File: src/design/bfd_pkg.sv
package bfd_pkg;

    // Accumulator width of every forward-difference cell
    localparam int ACC_W = 56;

    // Control point registers: three packed coordinates, x in the low bits
    localparam int POINT_W      = 48;
    localparam int NUM_CTRL_PTS = 4;
    localparam int NUM_AXES     = 3;

    // Register indexes of the control points
    localparam int REG_POINT_0 = 0;
    localparam int REG_POINT_1 = 1;
    localparam int REG_POINT_2 = 2;
    localparam int REG_POINT_3 = 3;

    // Cells per axis: position, first, second and third difference
    localparam int NUM_CELLS = 4;
    localparam int NUM_DIFFS = 3;

    // Segment count and the powers of it used as divisor
    localparam int SEG_W = 6;
    localparam int N2_W  = 2 * SEG_W;
    localparam int DEN_W = 3 * SEG_W;

    // Quotient bits resolved per divider cycle
    localparam int DIV_BITS_PER_CYCLE = 2;

    // Register port
    localparam int DATA_W = 64;
    localparam int ADDR_W = 5;

    typedef enum logic [2:0] {
        ST_IDLE,
        ST_COEF,
        ST_SUM,
        ST_START,
        ST_DIVIDE,
        ST_LOAD,
        ST_RUN
    } state_t;

    typedef struct packed {
        logic load;
        logic step;
    } cell_ctrl_t;

    typedef struct packed {
        logic start;
        logic run;
    } div_ctrl_t;

endpackage

File: src/design/bfd_cell.sv
module bfd_cell (
    input  logic                        aclk,
    input  bfd_pkg::cell_ctrl_t         ctrl,
    input  logic [bfd_pkg::ACC_W-1:0]   load_value,
    input  logic [bfd_pkg::ACC_W-1:0]   neighbour,
    output logic [bfd_pkg::ACC_W-1:0]   value
);

    logic [bfd_pkg::ACC_W-1:0] acc_reg;
    logic [bfd_pkg::ACC_W-1:0] acc_next;

    // Load at setup, otherwise add the neighbour's value on each step
    always_comb begin
        acc_next = acc_reg;
        if (ctrl.load) begin
            acc_next = load_value;
        end else if (ctrl.step) begin
            acc_next = acc_reg + neighbour;
        end
    end

    always_ff @(posedge aclk) begin
        acc_reg <= acc_next;
    end

    assign value = acc_reg;

endmodule

File: config.mk
export PLATFORM = sky130hd
export DESIGN_NAME = bfd_cell
export DESIGN_NICKNAME = d
export VERILOG_FILES = /design/src/design/bfd_pkg.sv /design/src/design/bfd_cell.sv
export SDC_FILE = /design/constraint.sdc
export NUM_CORES = 1
export LEC_CHECK = 0
export CORE_MARGIN = 1.5
export CORE_UTILIZATION = 50
export CTS_CLUSTER_DIAMETER = 60
export CTS_CLUSTER_SIZE = 24
export DETAILED_ROUTE_END_ITERATION = 12
export DONT_BUFFER_PORTS = 1
export SLEW_MARGIN = 40
export SYNTH_ARGS = -nofsm -noshare
export SYNTH_HDL_FRONTEND = slang
export SYNTH_SLANG_ARGS = --single-unit
File: constraint.sdc
create_clock -name aclk -period 7.75 [get_ports aclk]
set_input_delay 0.775 -clock aclk [delete_from_list [all_inputs] [get_ports aclk]]
set_output_delay 0.775 -clock aclk [all_outputs]
set_load 0.05 [all_outputs]
==> flow_metrics.py <==
metrics = {
    "synthesis": {
        "synthFlopType": "edfxtp_1",
        "synth_edf_count": 56,
        "synth_top_family_by_area": "compound AO/OA/AOI/OAI gates",
        "synth_mux_area_share_pct": 0.7800,
        "synth_compound_area_share_pct": 28.55,
        "yosys_register_bits": 56,
        "synth_largest_area_cell": "edfxtp_1",
        "synthTopCellsByArea": "edfxtp_1 30%, ha_1 12%, nand2_1 7.0%",
        "synth_xor_xnor_area_share_pct": 6.864,
        "synthSimpleGateAreaFrac_pct": 17.16,
        "syn_nets": 852,
        "ys_seq_area_share_pct": 29.95,
        "avgSynthCellArea_sq_um": 8.244,
        "syn_inst": 681,
        "synth_cell_types": 66,
        "synthAdderAreaFrac_pct": 12.61,
        "synth_top_area_share_pct": 29.95,
        "async_reset_ff_share_pct": 0,
        "netlist_area_sq_mm": 0.005614,
        "yosysWarnings": 0,
    },
    "floorplanning": {
        "rows": 38,
        "start_util_pct": 51.56,
        "die_y_um": 109.0,
        "die_x_um": 109.0,
        "die_area_sq_mm": 0.01187,
        "num_io_pins": 171,
        "coreArea_sq_mm": 0.01089,
    },
    "layout": {
        "final_util_pct": 52.98,
        "area_delta_synth_final_pct": 2.741,
        "drive_above_1_share_pct": 4.441,
        "final_cell_mix": "104 x nand2_1, 67 x a21oi_1, 64 x o21ai_0",
        "fin_nets": 823,
        "final_common_cell": "nand2_1",
        "antenna_cells": 0,
        "instances_no_fill": 793,
        "largest_reg_flops": 56,
    },
    "global_route": {
        "grt_pass1_wl_um": 22630,
        "use_met1_pct": 32.76,
        "first_global_vias": 4676,
        "overflow": 0,
        "use_met2_pct": 37.77,
        "antenna_found_initial": 0,
        "met3_usage_pct": 6.993,
        "grt_max_degree": 109,
        "gr-max-usage-layer": "met2",
        "grt_use_total_pct": 24.29,
    },
    "cts": {
        "clk_path_buf_depth": 2,
        "cts_buffers": 5,
        "clk_pin_slew_ns": 0.11,
        "ctsHoldBuffers": 0,
        "clk_latency_ns": 0.32,
        "cts_resized": 0,
        "cts_setup_buffers": 0,
        "root_buffer": "clkbuf_8",
        "cts_tree": "built",
        "cts.sinks": 56,
        "cts-htree-levels": 2,
    },
    "power_and_ir_drop": {
        "power.total_w": 0.001887,
        "cellPowerDensity_mw_per_mm2": 327.1,
        "ir_worst_vdd_mv": 0.1555,
        "p_leak_nw": 2.329,
    },
    "drt": {
        "drt_iter0_markers": 366,
        "final_antenna_net_count": 0,
        "wire_per_inst_um": 18.63,
        "drc": 0,
        "via_per_inst": 6.245,
        "vias": 4952,
        "route.final.wire_length_um": 14770,
        "dr.pass1.iters": 5,
    },
    "outcome": {
        "status": "finished, final reports clean",
    },
    "place": {
        "portBuffers": 0,
        "dp_cells": 785,
        "hpwlAfterDp_um": 11560,
        "routabilityCongestion": 0.9455,
    },
    "critical_path": {
        "worstPathArrival_ns": 3.97,
        "cp.required_ns": 7.94,
        "r2r_slack_ns": 3.97,
        "critical_path_class": "reg -> reg",
        "crit_path_end_kind": "flop",
        "critPathMaxFanout": 4,
        "critPathLaunchType": "flop",
    },
    "timing": {
        "drv_slew": 0,
        "fin_crit_ns": 3.775,
        "setup_viol": 0,
        "fmax_mhz": 264.9,
        "hold_violations": 0,
        "setup_tns_ns": 0,
        "post-route-period-util_pct": 48.71,
        "rsz0062_at_grt": "no",
        "slew_headroom_pct": 52.64,
        "finClkSkew_ns": 0.006834,
        "worst_pin_slew_ns": 0.7104,
    },
    "hold_path": {
        "hp-class": "in -> reg",
    },
    "job": {
        "cap_violations": 0,
    },
}
## cell families (layout without fill, tap and decap cells)
| kind of cell | Yosys count | after routing |
|---|---|---|
| XOR/XNOR | 44 | 44 |
| buffers and inverters | 60 | 32 |
| adder cells (fa/ha/maj) | 56 | 56 |
| multiplexers | 4 | 4 |
| flip-flops | 56 | 56 |
| AO/OA/AOI/OAI | 253 | 253 |
| AND/OR/NAND/NOR | 208 | 208 |
## path summary, 6_finish.rpt
kind / from / cells after the start / endpoint
worst min-delay path: load_value[46] / 2 / value[46]
worst min register to register: value[0] / 2 / value[0]
worst max register to register: value[0] / 12 / value[48]
worst max-delay path: value[0] / 12 / value[48]
## area by class of cell
cell class / instances / area, sq um
timing repair buffer: 1 / 7.507
clock buffer: 6 / 72.57
multi-input combinational: 565 / 3710
inverter: 23 / 86.33
fill: 1078 / 5120
sequential: 56 / 1682
tap: 140 / 175.2
clock inverter: 2 / 35.03
## per-layer routing
metal  up-vias  share of wire (%)
met5         -                  0
met4         0                1.7
met3        17                8.7
met2       182                 44
met1      2281                 46
li1       2472                  -
## power by group
part	internal, W	total (W)	leakage [nW]	switching (W)
Clock	0.0000963	0.000202	0.0552	0.000106
Sequential	0.000444	0.000771	0.578	0.000327
Combinational	0.000368	0.000914	1.70	0.000546
Total	0.000908	0.00189	2.33	0.000979
## per-stage QoR
step / cell area, sq um / setup slack, ns / hold slack, ns
after CTS: 5762 / 4.061 / 0.6280
after detailed placement: 5654 / 4.072 / 0.9739
after floorplan: 5614 / 4.498 / 0.9536
after global routing: 5768 / 3.715 / 0.6194
final: 5768 / 3.975 / 0.6391
after global placement: 5654 / 4.192 / 0.9662
## critical path, cell delays in order (launching register included)
cell	delay (ns)
edfxtp_1	0.68
ha_1	0.29
inv_1	0.06
fa_1	0.40
nand2b_1	0.19
a21oi_2	0.19
o2111ai_2	0.19
a211oi_1	0.39
o41ai_1	0.19
a211oi_2	0.32
o21ai_1	0.21
or4_1	0.43
nand4_1	0.11
## synthesized netlist by cell type, types with 3 or more instances
library cell  number
nand2_1          104
a21oi_1           67
o21ai_0           64
edfxtp_1          56
ha_1              55
nor2_1            36
clkbuf_1          33
a21o_1            29
xnor2_1           27
nand4_1           24
inv_1             23
o21bai_1          18
xor2_1            17
a31oi_1           10
a211oi_1           8
nor3_1             8
o21ai_1            8
nor4_1             6
o211ai_1           6
o31ai_1            5
a21boi_0           4
o21a_1             4
a21boi_1           3
and3_1             3
buf_2              3
mux2_2             3
nand2b_1           3
nand3_1            3
nor3b_1            3
(Power assumes the default switching activity.)
