[src/design/bfd_pkg.sv]
package bfd_pkg;

    // Accumulator width of every forward-difference cell
    localparam int ACC_W = 56;

    // Control point registers: three packed coordinates, x in the low bits
    localparam int POINT_W      = 48;
    localparam int NUM_CTRL_PTS = 4;
    localparam int NUM_AXES     = 3;

    // Register indexes of the control points
    localparam int REG_POINT_0 = 0;
    localparam int REG_POINT_1 = 1;
    localparam int REG_POINT_2 = 2;
    localparam int REG_POINT_3 = 3;

    // Cells per axis: position, first, second and third difference
    localparam int NUM_CELLS = 4;
    localparam int NUM_DIFFS = 3;

    // Segment count and the powers of it used as divisor
    localparam int SEG_W = 6;
    localparam int N2_W  = 2 * SEG_W;
    localparam int DEN_W = 3 * SEG_W;

    // Quotient bits resolved per divider cycle
    localparam int DIV_BITS_PER_CYCLE = 2;

    // Register port
    localparam int DATA_W = 64;
    localparam int ADDR_W = 5;

    typedef enum logic [2:0] {
        ST_IDLE,
        ST_COEF,
        ST_SUM,
        ST_START,
        ST_DIVIDE,
        ST_LOAD,
        ST_RUN
    } state_t;

    typedef struct packed {
        logic load;
        logic step;
    } cell_ctrl_t;

    typedef struct packed {
        logic start;
        logic run;
    } div_ctrl_t;

endpackage

[src/design/bfd_div.sv]
module bfd_div #(
    parameter int NUM_W     = 34,
    parameter int FRAC_BITS = 32
) (
    input  logic                        aclk,
    input  bfd_pkg::div_ctrl_t          ctrl,
    input  logic signed [NUM_W-1:0]     num,
    input  logic [bfd_pkg::DEN_W-1:0]   den,
    output logic [bfd_pkg::ACC_W-1:0]   quot
);

    localparam int DIV_STEPS = (NUM_W + FRAC_BITS + bfd_pkg::DIV_BITS_PER_CYCLE - 1)
                               / bfd_pkg::DIV_BITS_PER_CYCLE;
    localparam int DVD_W     = bfd_pkg::DIV_BITS_PER_CYCLE * DIV_STEPS;

    logic [DVD_W-1:0]            dvd_reg;
    logic [DVD_W-1:0]            dvd_next;
    logic [bfd_pkg::DEN_W-1:0]   rem_reg;
    logic [bfd_pkg::DEN_W-1:0]   rem_next;
    logic [bfd_pkg::ACC_W-1:0]   quo_reg;
    logic [bfd_pkg::ACC_W-1:0]   quo_next;
    logic                        neg_reg;
    logic                        neg_next;
    logic [NUM_W-1:0]            mag;
    logic [bfd_pkg::DEN_W:0]     rem_sh;
    logic [bfd_pkg::DEN_W:0]     rem_dbl;
    logic                        round_up;

    // Magnitude of the numerator; the most negative value maps correctly
    assign mag = num[NUM_W-1] ? (~num + 1'b1) : num;

    // Restoring division of mag * 2^FRAC_BITS, a few quotient bits a cycle.
    // Only the low accumulator bits of the quotient are kept.
    always_comb begin
        dvd_next = dvd_reg;
        rem_next = rem_reg;
        quo_next = quo_reg;
        neg_next = neg_reg;
        rem_sh   = '0;
        if (ctrl.start) begin
            dvd_next = DVD_W'(mag) << FRAC_BITS;
            rem_next = '0;
            quo_next = '0;
            neg_next = num[NUM_W-1];
        end else if (ctrl.run) begin
            for (int i = 0; i < bfd_pkg::DIV_BITS_PER_CYCLE; i++) begin
                rem_sh   = {rem_next, dvd_next[DVD_W-1]};
                dvd_next = {dvd_next[DVD_W-2:0], 1'b0};
                if (rem_sh >= {1'b0, den}) begin
                    rem_next = bfd_pkg::DEN_W'(rem_sh - {1'b0, den});
                    quo_next = {quo_next[bfd_pkg::ACC_W-2:0], 1'b1};
                end else begin
                    rem_next = rem_sh[bfd_pkg::DEN_W-1:0];
                    quo_next = {quo_next[bfd_pkg::ACC_W-2:0], 1'b0};
                end
            end
        end
    end

    always_ff @(posedge aclk) begin
        dvd_reg <= dvd_next;
        rem_reg <= rem_next;
        quo_reg <= quo_next;
        neg_reg <= neg_next;
    end

    // Round half away from zero, then apply the sign: -(q + c) = ~q + 1 - c
    assign rem_dbl  = {rem_reg, 1'b0};
    assign round_up = (rem_dbl >= {1'b0, den});

    always_comb begin
        if (neg_reg) begin
            quot = round_up ? ~quo_reg : (~quo_reg + bfd_pkg::ACC_W'(1));
        end else begin
            quot = quo_reg + bfd_pkg::ACC_W'(round_up);
        end
    end

endmodule

[config.mk]
export PLATFORM = sky130hd
export DESIGN_NAME = bfd_div
export DESIGN_NICKNAME = d
export VERILOG_FILES = /design/src/design/bfd_pkg.sv /design/src/design/bfd_div.sv
export SDC_FILE = /design/constraint.sdc
export NUM_CORES = 1
export LEC_CHECK = 0
export ABC_AREA = 1
export BUFFER_PORTS_ARGS = -buffer_cell sky130_fd_sc_hd__clkbuf_2
export CORE_ASPECT_RATIO = 0.9
export CORE_MARGIN = 10
export CORE_UTILIZATION = 60
export CTS_CLUSTER_DIAMETER = 100
export DETAILED_ROUTE_END_ITERATION = 6
export PLACE_DENSITY = 0.9
export SYNTH_ARGS = -nofsm -noshare
export SYNTH_HDL_FRONTEND = slang
export SYNTH_SLANG_ARGS = --single-unit
[constraint.sdc]
create_clock -name aclk -period 9.54 [get_ports aclk]
set_clock_uncertainty 0.2 [all_clocks]
set_input_delay 1.908 -clock aclk [delete_from_list [all_inputs] [get_ports aclk]]
set_output_delay 1.908 -clock aclk [all_outputs]
set_load 0.02 [all_outputs]
==> results.json, run 1 <==
{
  "outcome": "completed",
  "finalCriticalPeriod_ns": 7.66,
  "clock_sinks": 109,
  "clock_power_share_pct": 12.4,
  "synth_top_cell_area_share_pct": 16.7,
  "endpoint_kind": "primary output",
  "ff2ff_setup_slack_ns": 4.36,
  "io_pins": 111,
  "worstPathMaxFanout": 23,
  "die_x_microns": 161,
  "slew_violations": 0,
  "synth_warnings": 0,
  "largest_register_ffs": 56,
  "max_cap_violations": 0,
  "die_area_sq_um": 23500,
  "synth_nets": 1826,
  "area_delta_synth_final_pct": 9.18,
  "critical_path_class": "primary input to primary output",
  "tritoncts": "built",
  "post_cts_resized": 0,
  "period_share_pct": 80.3,
  "met2_usage_pct": 43.3,
  "netlist_instances": 1729,
  "tns_ns": 0,
  "ir_worst_vdd_v": 0.000410,
  "drc": 0,
  "fin_area_sq_um": 11600,
  "cts_root_buf": "clkbuf_16",
  "wl_per_cell_microns": 17.6,
  "grt_max_degree": 90,
  "vias": 12000,
  "ant_nets": 0,
  "yosys-top-cells-area": "nand2_1, dfxtp_1, edfxtp_1, xor2_1, nor2_1",
  "clk_pin_slew_ns": 0.08,
  "cts_hold_buf": 0,
  "nets": 1898,
  "p_leak_uw": 0.00580,
  "die_h_microns": 146,
  "rows": 46,
  "tightestPinTransition_ns": 1.05,
  "busiest_layer": "met2",
  "crit_start": "den[12]",
  "r2r-end": "rem_reg[4]",
  "place.port_buffers": 110,
  "use_met1_pct": 40.6,
  "avgSynthCellArea_sq_um": 6.17,
  "track_usage_pct": 29.4,
  "post-synth-top-area-cell": "nand2_1",
  "finalHoldViolCount": 0,
  "fmax_mhz": 130,
  "power_frac_comb_pct": 70.4,
  "required_ns": 7.43,
  "final_layout_size_suffix_gt1_share_pct": 10.0,
  "hpwl_microns": 28400,
  "pwr_density_cell_nw_per_um2": 294,
  "fp.coreArea_sq_um": 17600,
  "grt_pass1_vias": 11000,
  "cts_buffers": 9,
  "cts_htree_levels": 3,
  "synth_edf_count": 35,
  "drt_iter0_markers": 1302,
  "finalSetupViolations": 0,
  "worstHoldPathType": "flop to flop",
  "cts.path.max_buffers": 2,
  "diodes": 0,
  "swShare_pct": 55.5,
  "rsz0062_at_grt": "false",
  "cts_setup_buffers": 0,
  "cp-endpoint": "quot[49]",
  "fin_worst_hold_slack_ns": 0.282,
  "grtUsageMet3_pct": 9.08,
  "start_util_pct": 60.7,
  "synth_area_sq_um": 10700,
  "async_reset_ff_share_pct": 0,
  "insertion_delay_ns": 0.37,
  "cp-start-kind": "primary input",
  "ys_seq_area_share_pct": 23.8,
  "p_switching_uw": 1900,
  "synth_cell_type_count": 48,
  "synthFlopType": "dfxtp_1",
  "totalWireLength_microns": 36000,
  "antenna_found_initial": 0,
  "ys_seq_elements": 109,
  "reg2reg_from": "rem_reg[4]",
  "slew_headroom_pct": 30.1,
  "rr_worst_depth": 28,
  "p_int_uw": 1520,
  "grt_pass1_wl_microns": 56800,
  "critical_path_arrival_ns": 5.56,
  "overflow": 0,
  "via_per_inst": 5.87,
  "first_pass_iters": 6,
  "place_area_sq_um": 11300,
  "p_total_uw": 3420,
  "place_congestion": 1.02,
  "final_util_pct": 66.3,
  "pwr-share-seq_pct": 17.2
}
[stage by stage]
step	instances	setup slack, ns
after floorplan	1729	2.49
after global placement	2030	2.12
after detailed placement	2030	2.02
after CTS	2046	2.02
after global routing	2046	1.63
final	2046	1.88
[worst min path at each step]
stage / startpoint / endpoint / slack [ns] / cells past startpoint
floorplan: rem_reg[15] / rem_reg[15] / 0.25 / 2
global placement: rem_reg[2] / rem_reg[2] / 0.26 / 2
finish: rem_reg[1] / rem_reg[1] / 0.28 / 2
CTS: rem_reg[2] / rem_reg[2] / 0.28 / 2
detailed placement: rem_reg[2] / rem_reg[2] / 0.27 / 2
global route: rem_reg[2] / rem_reg[2] / 0.30 / 2
[layout make-up]
| cell class | instances | area [sq um] |
|---|---|---|
| multi-input combinational | 1359 | 7110 |
| fill | 1669 | 5920 |
| sequential | 109 | 2530 |
| inverter | 208 | 781 |
| timing repair buffer | 114 | 581 |
| tap | 240 | 300 |
| clock buffer | 9 | 225 |
| clock inverter | 7 | 110 |
[cell usage after synthesis, drive strengths merged (31+ instances only)]
| cell type | number |
|---|---|
| a21oi | 45 |
| clkbuf | 31 |
| dfxtp | 74 |
| edfxtp | 35 |
| ha | 40 |
| inv | 198 |
| nand2 | 484 |
| nand3 | 127 |
| nand4 | 43 |
| nor2 | 222 |
| nor3 | 47 |
| o21ai | 88 |
| o22ai | 59 |
| xor2 | 104 |
[cells in the final DEF, fill, tap and decap left out, drive strengths merged]
master,netlist,layout
nor2,222,222
a31oi,7,7
dfxtp,74,74
nor2b,1,1
nand3,127,127
a211oi,1,1
nor3,47,47
o211ai,9,9
o21ai,88,88
ha,40,40
a21boi,3,3
a21o,3,3
xnor2,16,16
xor2,104,104
clkinv,10,13
and2,3,3
bufinv,0,1
a21oi,45,45
o22ai,59,59
o41ai,2,2
fa,2,2
o31ai,3,3
o21bai,6,6
edfxtp,35,35
clkbuf,31,119
nand4,43,43
inv,198,201
nand2,484,484
or3,1,1
nand3b,8,8
nor4,23,23
buf,22,4
a32o,1,1
and3,5,5
or2,6,6
[worst max-delay path, cell delays in order]
cell and delay, ns:
clkbuf_2 0.07, inv_1 0.05, ha_1 0.38, nand2_1 0.14, nor2_2 0.15, nand2_1 0.11
inv_2 0.11, nand4_1 0.10, nand2_2 0.38, ha_1 0.26, nand3_1 0.22, inv_1 0.21
nand2_1 0.13, nor3_2 0.18, nand3_2 0.14, nor3_2 0.27, nand3_1 0.14, nand3b_1 0.20
nand3_1 0.08, nor2b_1 0.13, clkbuf_2 0.18
[kinds of logic (layout without fill, tap and decap cells)]
logic type | after synthesis | in the layout | synth area share [%]
flip-flops | 109 | 109 | 23.8
AO/OA/AOI/OAI | 227 | 227 | 12.4
buffers and inverters | 261 | 338 | 9.55
adder cells (fa/ha/maj) | 42 | 42 | 5.07
AND/OR/NAND/NOR | 970 | 970 | 39.3
XOR/XNOR | 120 | 120 | 9.86
[power groups by stage]
stage / logic (uW) / clock network, uW / registers, uW
global route: 2650 / 443 / 595
floorplan: 1780 / 0 / 579
CTS: 2350 / 425 / 587
detailed placement: 2340 / 0 / 596
global placement: 2300 / 0 / 595
finish: 2410 / 423 / 590
[metal layers]
metal  vias up  share of wire, %
li1       5845                 -
met1      5434                43
met2       669                42
met3        59                13
met4         2               2.1
met5         -              0.20
Note: power is estimated with default switching activity, not from simulation.
==> run 2, diff against run 1 <==
ABC_AREA = 0   (was 1)
PLACE_DENSITY = 0.91   (was 0.9)
clock period = 7.3 ns   (was 9.54 ns; I/O delays follow)
==> results.json, run 2 <==
{
  "critical_path_arrival_ns": 5.11,
  "crit_top_cell": "ha_1",
  "ant_nets": 0,
  "via_per_inst": 6.03,
  "insertion_delay_ns": 0.36,
  "synth_edf_count": 35,
  "grt_pass1_vias": 7689,
  "track_usage_pct": 21.9,
  "max_cap_violations": 0,
  "endpoint_kind": "primary output",
  "grt_max_degree": 95,
  "finalSetupViolations": 0,
  "path_cells": "clkbuf_2, inv_1, ha_1, and4_1, and3_1, nand2_1, nand3_1, nor2_1, inv_1, ha_1, ha_1, nand4_1, nor2_1, nand2_1, nor3_1, a21oi_1, a21oi_1, xor2_1, clkbuf_2",
  "tightestPinTransition_ns": 1.05,
  "largest_register_ffs": 56,
  "yosys-top-cells-area": "dfxtp_1, edfxtp_1, mux2i_1, nor2_1, xor2_1",
  "hpwl_microns": 16300,
  "wl_per_cell_microns": 16.5,
  "drt_iter0_markers": 635,
  "worst_path_largest_cell_delay_ns": 0.59,
  "ys_seq_elements": 109,
  "slew_violations": 0,
  "synth_top_cell_area_share_pct": 16.9,
  "critical_path_class": "primary input to primary output",
  "fmax_mhz": 148,
  "cp_slowest_cell": "nor3_1",
  "ys_seq_area_share_pct": 28.9,
  "fin_ws_ns": 0.535,
  "start_util_pct": 61.9,
  "diodes": 0,
  "cts_buffers": 9,
  "worstPathMaxFanout": 6,
  "antenna_found_initial": 0,
  "clock_sinks": 109,
  "async_reset_ff_share_pct": 0,
  "die_x_microns": 147,
  "final_common_cell": "nor2_1",
  "slew_headroom_pct": 29.0,
  "tritoncts": "built",
  "overflow": 0,
  "final_util_pct": 68.6,
  "p_leak_uw": 0.00429,
  "critPathTopFamily": "simple AND/OR/NAND/NOR gates",
  "cts_htree_levels": 3,
  "yosysMostFrequentCell": "nor2_1",
  "fp.coreArea_sq_um": 14200,
  "pwr_density_cell_nw_per_um2": 374,
  "ir_worst_vdd_v": 0.000220,
  "synthTopCellsByCount": "nor2_1, a21oi_1, dfxtp_1, mux2i_1, nand2_1",
  "cts_hold_buf": 0,
  "post-place-ws_ns": 0.632,
  "first_pass_iters": 5,
  "required_ns": 5.64,
  "finalCriticalPeriod_ns": 6.77,
  "crit_buf_inv": 4,
  "synth_nets": 1192,
  "worstHoldPathType": "flop to flop",
  "vias": 8207,
  "post_cts_resized": 0,
  "die_h_microns": 135,
  "nets": 1260,
  "drc": 0,
  "cts_root_buf": "clkbuf_16",
  "cts.path.max_buffers": 2,
  "fin_area_sq_um": 9720,
  "die_area_sq_um": 19900,
  "place.port_buffers": 110,
  "totalWireLength_microns": 22500,
  "cts_setup_buffers": 0,
  "synthFlopType": "dfxtp_1",
  "mostFrequentLayoutCells": "nor2_1, clkbuf_2, a21oi_1, dfxtp_1, mux2i_1",
  "synth_warnings": 0,
  "clk_pin_slew_ns": 0.08,
  "rsz0062_at_grt": "false",
  "synth_area_sq_um": 8770,
  "synth_cell_type_count": 71,
  "period_share_pct": 92.7,
  "post-synth-top-area-cell": "dfxtp_1",
  "tns_ns": 0,
  "finalHoldViolCount": 0,
  "netlist_instances": 1095,
  "cp-start-kind": "primary input",
  "outcome": "completed",
  "area_delta_synth_final_pct": 10.8,
  "io_pins": 111,
  "fin_worst_hold_slack_ns": 0.311,
  "rows": 41,
  "avgSynthCellArea_sq_um": 8.01,
  "grt_pass1_wl_microns": 37300,
  "place_area_sq_um": 9420,
  "place_congestion": 0.956,
  "final_layout_size_suffix_gt1_share_pct": 14.6
}
-- run 2: cell types whose count changed after synthesis, moves of 27 or more --
cell     before  now
a21oi_1      41   90
inv_1       184   53
mux2i_1       0   71
nand2_1     474   67
nand3_1     124   19
nor2_1      212  153
o21ai_0      81   54
o22ai_1      59    9
xnor2_1      16   51
xor2_1      104   61
-- run 2: cell type report --
class | instances | area [sq um]
flip-flops and latches | 109 | 2530
repair buffers | 124 | 661
well taps | 193 | 241
inverters | 53 | 199
clock inverters | 6 | 62.6
clock buffers | 10 | 239
fillers | 1176 | 4440
multi-input cells | 866 | 5780
-- run 2: metal layers --
metal	global-route usage [%]	routed length, microns	share of wire (%)
met1	30.0	10400	46
met2	34.6	10200	46
met3	4.24	1480	6.6
met4	5.83	401	1.8
met5	0	0	0
-- run 2: kinds of logic (layout without fill, tap and decap cells) --
| group | after synthesis | after routing | synth area share (%) |
|---|---|---|---|
| adder cells (fa/ha/maj) | 42 | 42 | 6.16 |
| flip-flops | 109 | 109 | 28.9 |
| buffers and inverters | 120 | 193 | 5.28 |
| multiplexers | 77 | 77 | 8.87 |
| AND/OR/NAND/NOR | 365 | 365 | 20.1 |
| XOR/XNOR | 112 | 112 | 11.2 |
| AO/OA/AOI/OAI | 270 | 270 | 19.5 |
-- run 2: worst paths after layout --
path | end | depth (start not counted) | slack (ns) | startpoint
max | quot[48] | 19 | 0.53 | den[14]
min | rem_reg[16] | 2 | 0.31 | rem_reg[16]
max reg2reg | rem_reg[16] | 23 | 1.78 | dvd_reg[65]
min reg2reg | rem_reg[16] | 2 | 0.31 | rem_reg[16]
-- run 2: worst min-delay path, stage by stage, from the launching register on --
cell      delay, ns
dfxtp_1        0.33
nor2_1         0.09
a211oi_1       0.05
-- run 2: power by group --
part           internal, uW  leakage (uW)  switching [uW]
combinational           964       0.00319            1410
clock                   252      0.000151             252
sequential              702      0.000951            53.3
-- run 2: per-stage QoR --
step,std cells,total power (uW)
global placement,1345,3060
detailed placement,1345,3100
CTS,1361,3620
global route,1361,3890
floorplan,1095,2510
finish,1361,3630
==> run 3, diff against run 2 <==
clock period = 7.87 ns   (was 7.3 ns; I/O delays follow)
==> results.json, run 3 (synthesized netlist as in run 2, its figures left out) <==
{
  "outcome": "completed",
  "start_util_pct": 61.9,
  "vias": 8212,
  "tns_ns": 0,
  "fin_area_sq_um": 9680,
  "worst_path_largest_cell_delay_ns": 0.61,
  "drc": 0,
  "pwr_density_cell_nw_per_um2": 345,
  "final_layout_size_suffix_gt1_share_pct": 14.3,
  "tightestPinTransition_ns": 1.08,
  "place.port_buffers": 110,
  "cts_buffers": 9,
  "critical_path_class": "primary input to primary output",
  "hpwl_microns": 16700,
  "cts_setup_buffers": 0,
  "clock_sinks": 109,
  "grt_max_degree": 84,
  "final_common_cell": "nor2_1",
  "slew_headroom_pct": 27.8,
  "via_per_inst": 6.05,
  "grt_pass1_wl_microns": 37700,
  "overflow": 0,
  "whs_endpoint": "rem_reg[6]",
  "die_x_microns": 147,
  "io_pins": 111,
  "grt_pass1_vias": 7788,
  "totalWireLength_microns": 22700,
  "ff2ff_setup_slack_ns": 2.13,
  "cp_slowest_cell": "nor3_1",
  "worstPathMaxFanout": 6,
  "finalHoldViolCount": 0,
  "cp-start-kind": "primary input",
  "num-fill-cells": 1202,
  "place_congestion": 0.979,
  "path_cells": "clkbuf_2, inv_1, ha_1, nand4_1, inv_1, nand4_1, o21ba_2, nor2_1, inv_1, ha_1, ha_1, nand4_1, nor2_1, nand2_1, nor3_1, a21oi_1, a31oi_1, xor2_1, clkbuf_2",
  "endpoint_kind": "primary output",
  "die_h_microns": 135,
  "min_path_cells": 2,
  "required_ns": 6.10,
  "cts_root_buf": "clkbuf_16",
  "drt_iter0_markers": 724,
  "cts.path.max_buffers": 2,
  "reg2reg_from": "dvd_reg[65]",
  "cts_htree_levels": 3,
  "antenna_found_initial": 0,
  "finalCriticalPeriod_ns": 7.25,
  "rsz0062_at_grt": "false",
  "p_leak_uw": 0.00426,
  "place_area_sq_um": 9390,
  "critical_path_arrival_ns": 5.47,
  "r2r-end": "rem_reg[0]",
  "max_cap_violations": 0,
  "first_pass_iters": 5,
  "diodes": 0,
  "fp.coreArea_sq_um": 14200,
  "nets": 1256,
  "slew_violations": 0,
  "ir_worst_vdd_v": 0.000242,
  "post_cts_resized": 0,
  "hold_path_startpoint": "rem_reg[6]",
  "cts_hold_buf": 0,
  "clk_pin_slew_ns": 0.08,
  "rr_worst_depth": 22,
  "finalSetupViolations": 0,
  "fmax_mhz": 138,
  "tritoncts": "built",
  "worstHoldPathType": "flop to flop",
  "track_usage_pct": 22.2,
  "area_delta_synth_final_pct": 10.3,
  "rows": 41,
  "ant_nets": 0,
  "mostFrequentLayoutCells": "nor2_1, clkbuf_2, a21oi_1, dfxtp_1, mux2i_1",
  "die_area_sq_um": 19900,
  "wl_per_cell_microns": 16.7,
  "insertion_delay_ns": 0.36,
  "largest_register_ffs": 56,
  "period_share_pct": 92.1
}
[run 3: metal layers]
layer / wire (microns) / track usage [%] / vias to the layer above
met5: 0 / 0 / -
met4: 427 / 7.04 / 0
met3: 1450 / 4.34 / 44
met2: 10600 / 35.4 / 302
met1: 10300 / 29.5 / 3813
li1: - / - / 4053
[run 3: power breakdown]
group          total, uW  switching, uW  internal (uW)
clock                461            237            224
combinational       2170           1290            882
sequential           703           51.2            651
total               3340           1580           1760
[run 3: worst max-delay path by stage]
stage               slack, ns  cells past startpoint  endpoint     from
floorplan                1.48                     17  quot[52]   den[9]
global placement         0.94                     20  quot[51]  den[13]
detailed placement       0.75                     19  quot[52]   den[8]
CTS                      0.68                     19  quot[52]   den[8]
global route             0.25                     19  quot[52]   den[9]
finish                   0.62                     19  quot[52]   den[8]
[run 3: layout make-up]
| class | count | area (sq um) | area share (%) |
|---|---|---|---|
| sequential | 109 | 2530 | 26.2 |
| multi-input combinational | 866 | 5780 | 59.7 |
| clock inverter | 6 | 63.8 | 0.659 |
| tap | 193 | 241 | 2.50 |
| inverter | 53 | 199 | 2.06 |
| clock buffer | 10 | 229 | 2.37 |
| timing repair buffer | 120 | 631 | 6.52 |
[run 3: critical path, delay by kind of cell]
family                   cells  cell delay (ns)
adder cells (fa/ha/maj)      3             0.77
XOR/XNOR                     1             0.16
AND/OR/NAND/NOR              7             1.70
AO/OA/AOI/OAI                3             0.63
buffers and inverters        5             0.61
[run 3: through the flow]
| stage | worst slack (ns) | std cells | utilization, % | hold slack (ns) | power (uW) |
|---|---|---|---|---|---|
| after floorplan | 1.48 | 1095 | - | 0.274 | 2330 |
| after CTS | 0.685 | 1357 | 68.4 | 0.313 | 3320 |
| after global placement | 0.942 | 1341 | 66.3 | 0.287 | 2810 |
| after detailed placement | 0.754 | 1341 | 66.3 | 0.301 | 2850 |
| after global routing | 0.254 | 1357 | 68.4 | 0.334 | 3590 |
| final | 0.624 | 1357 | 68.4 | 0.313 | 3340 |
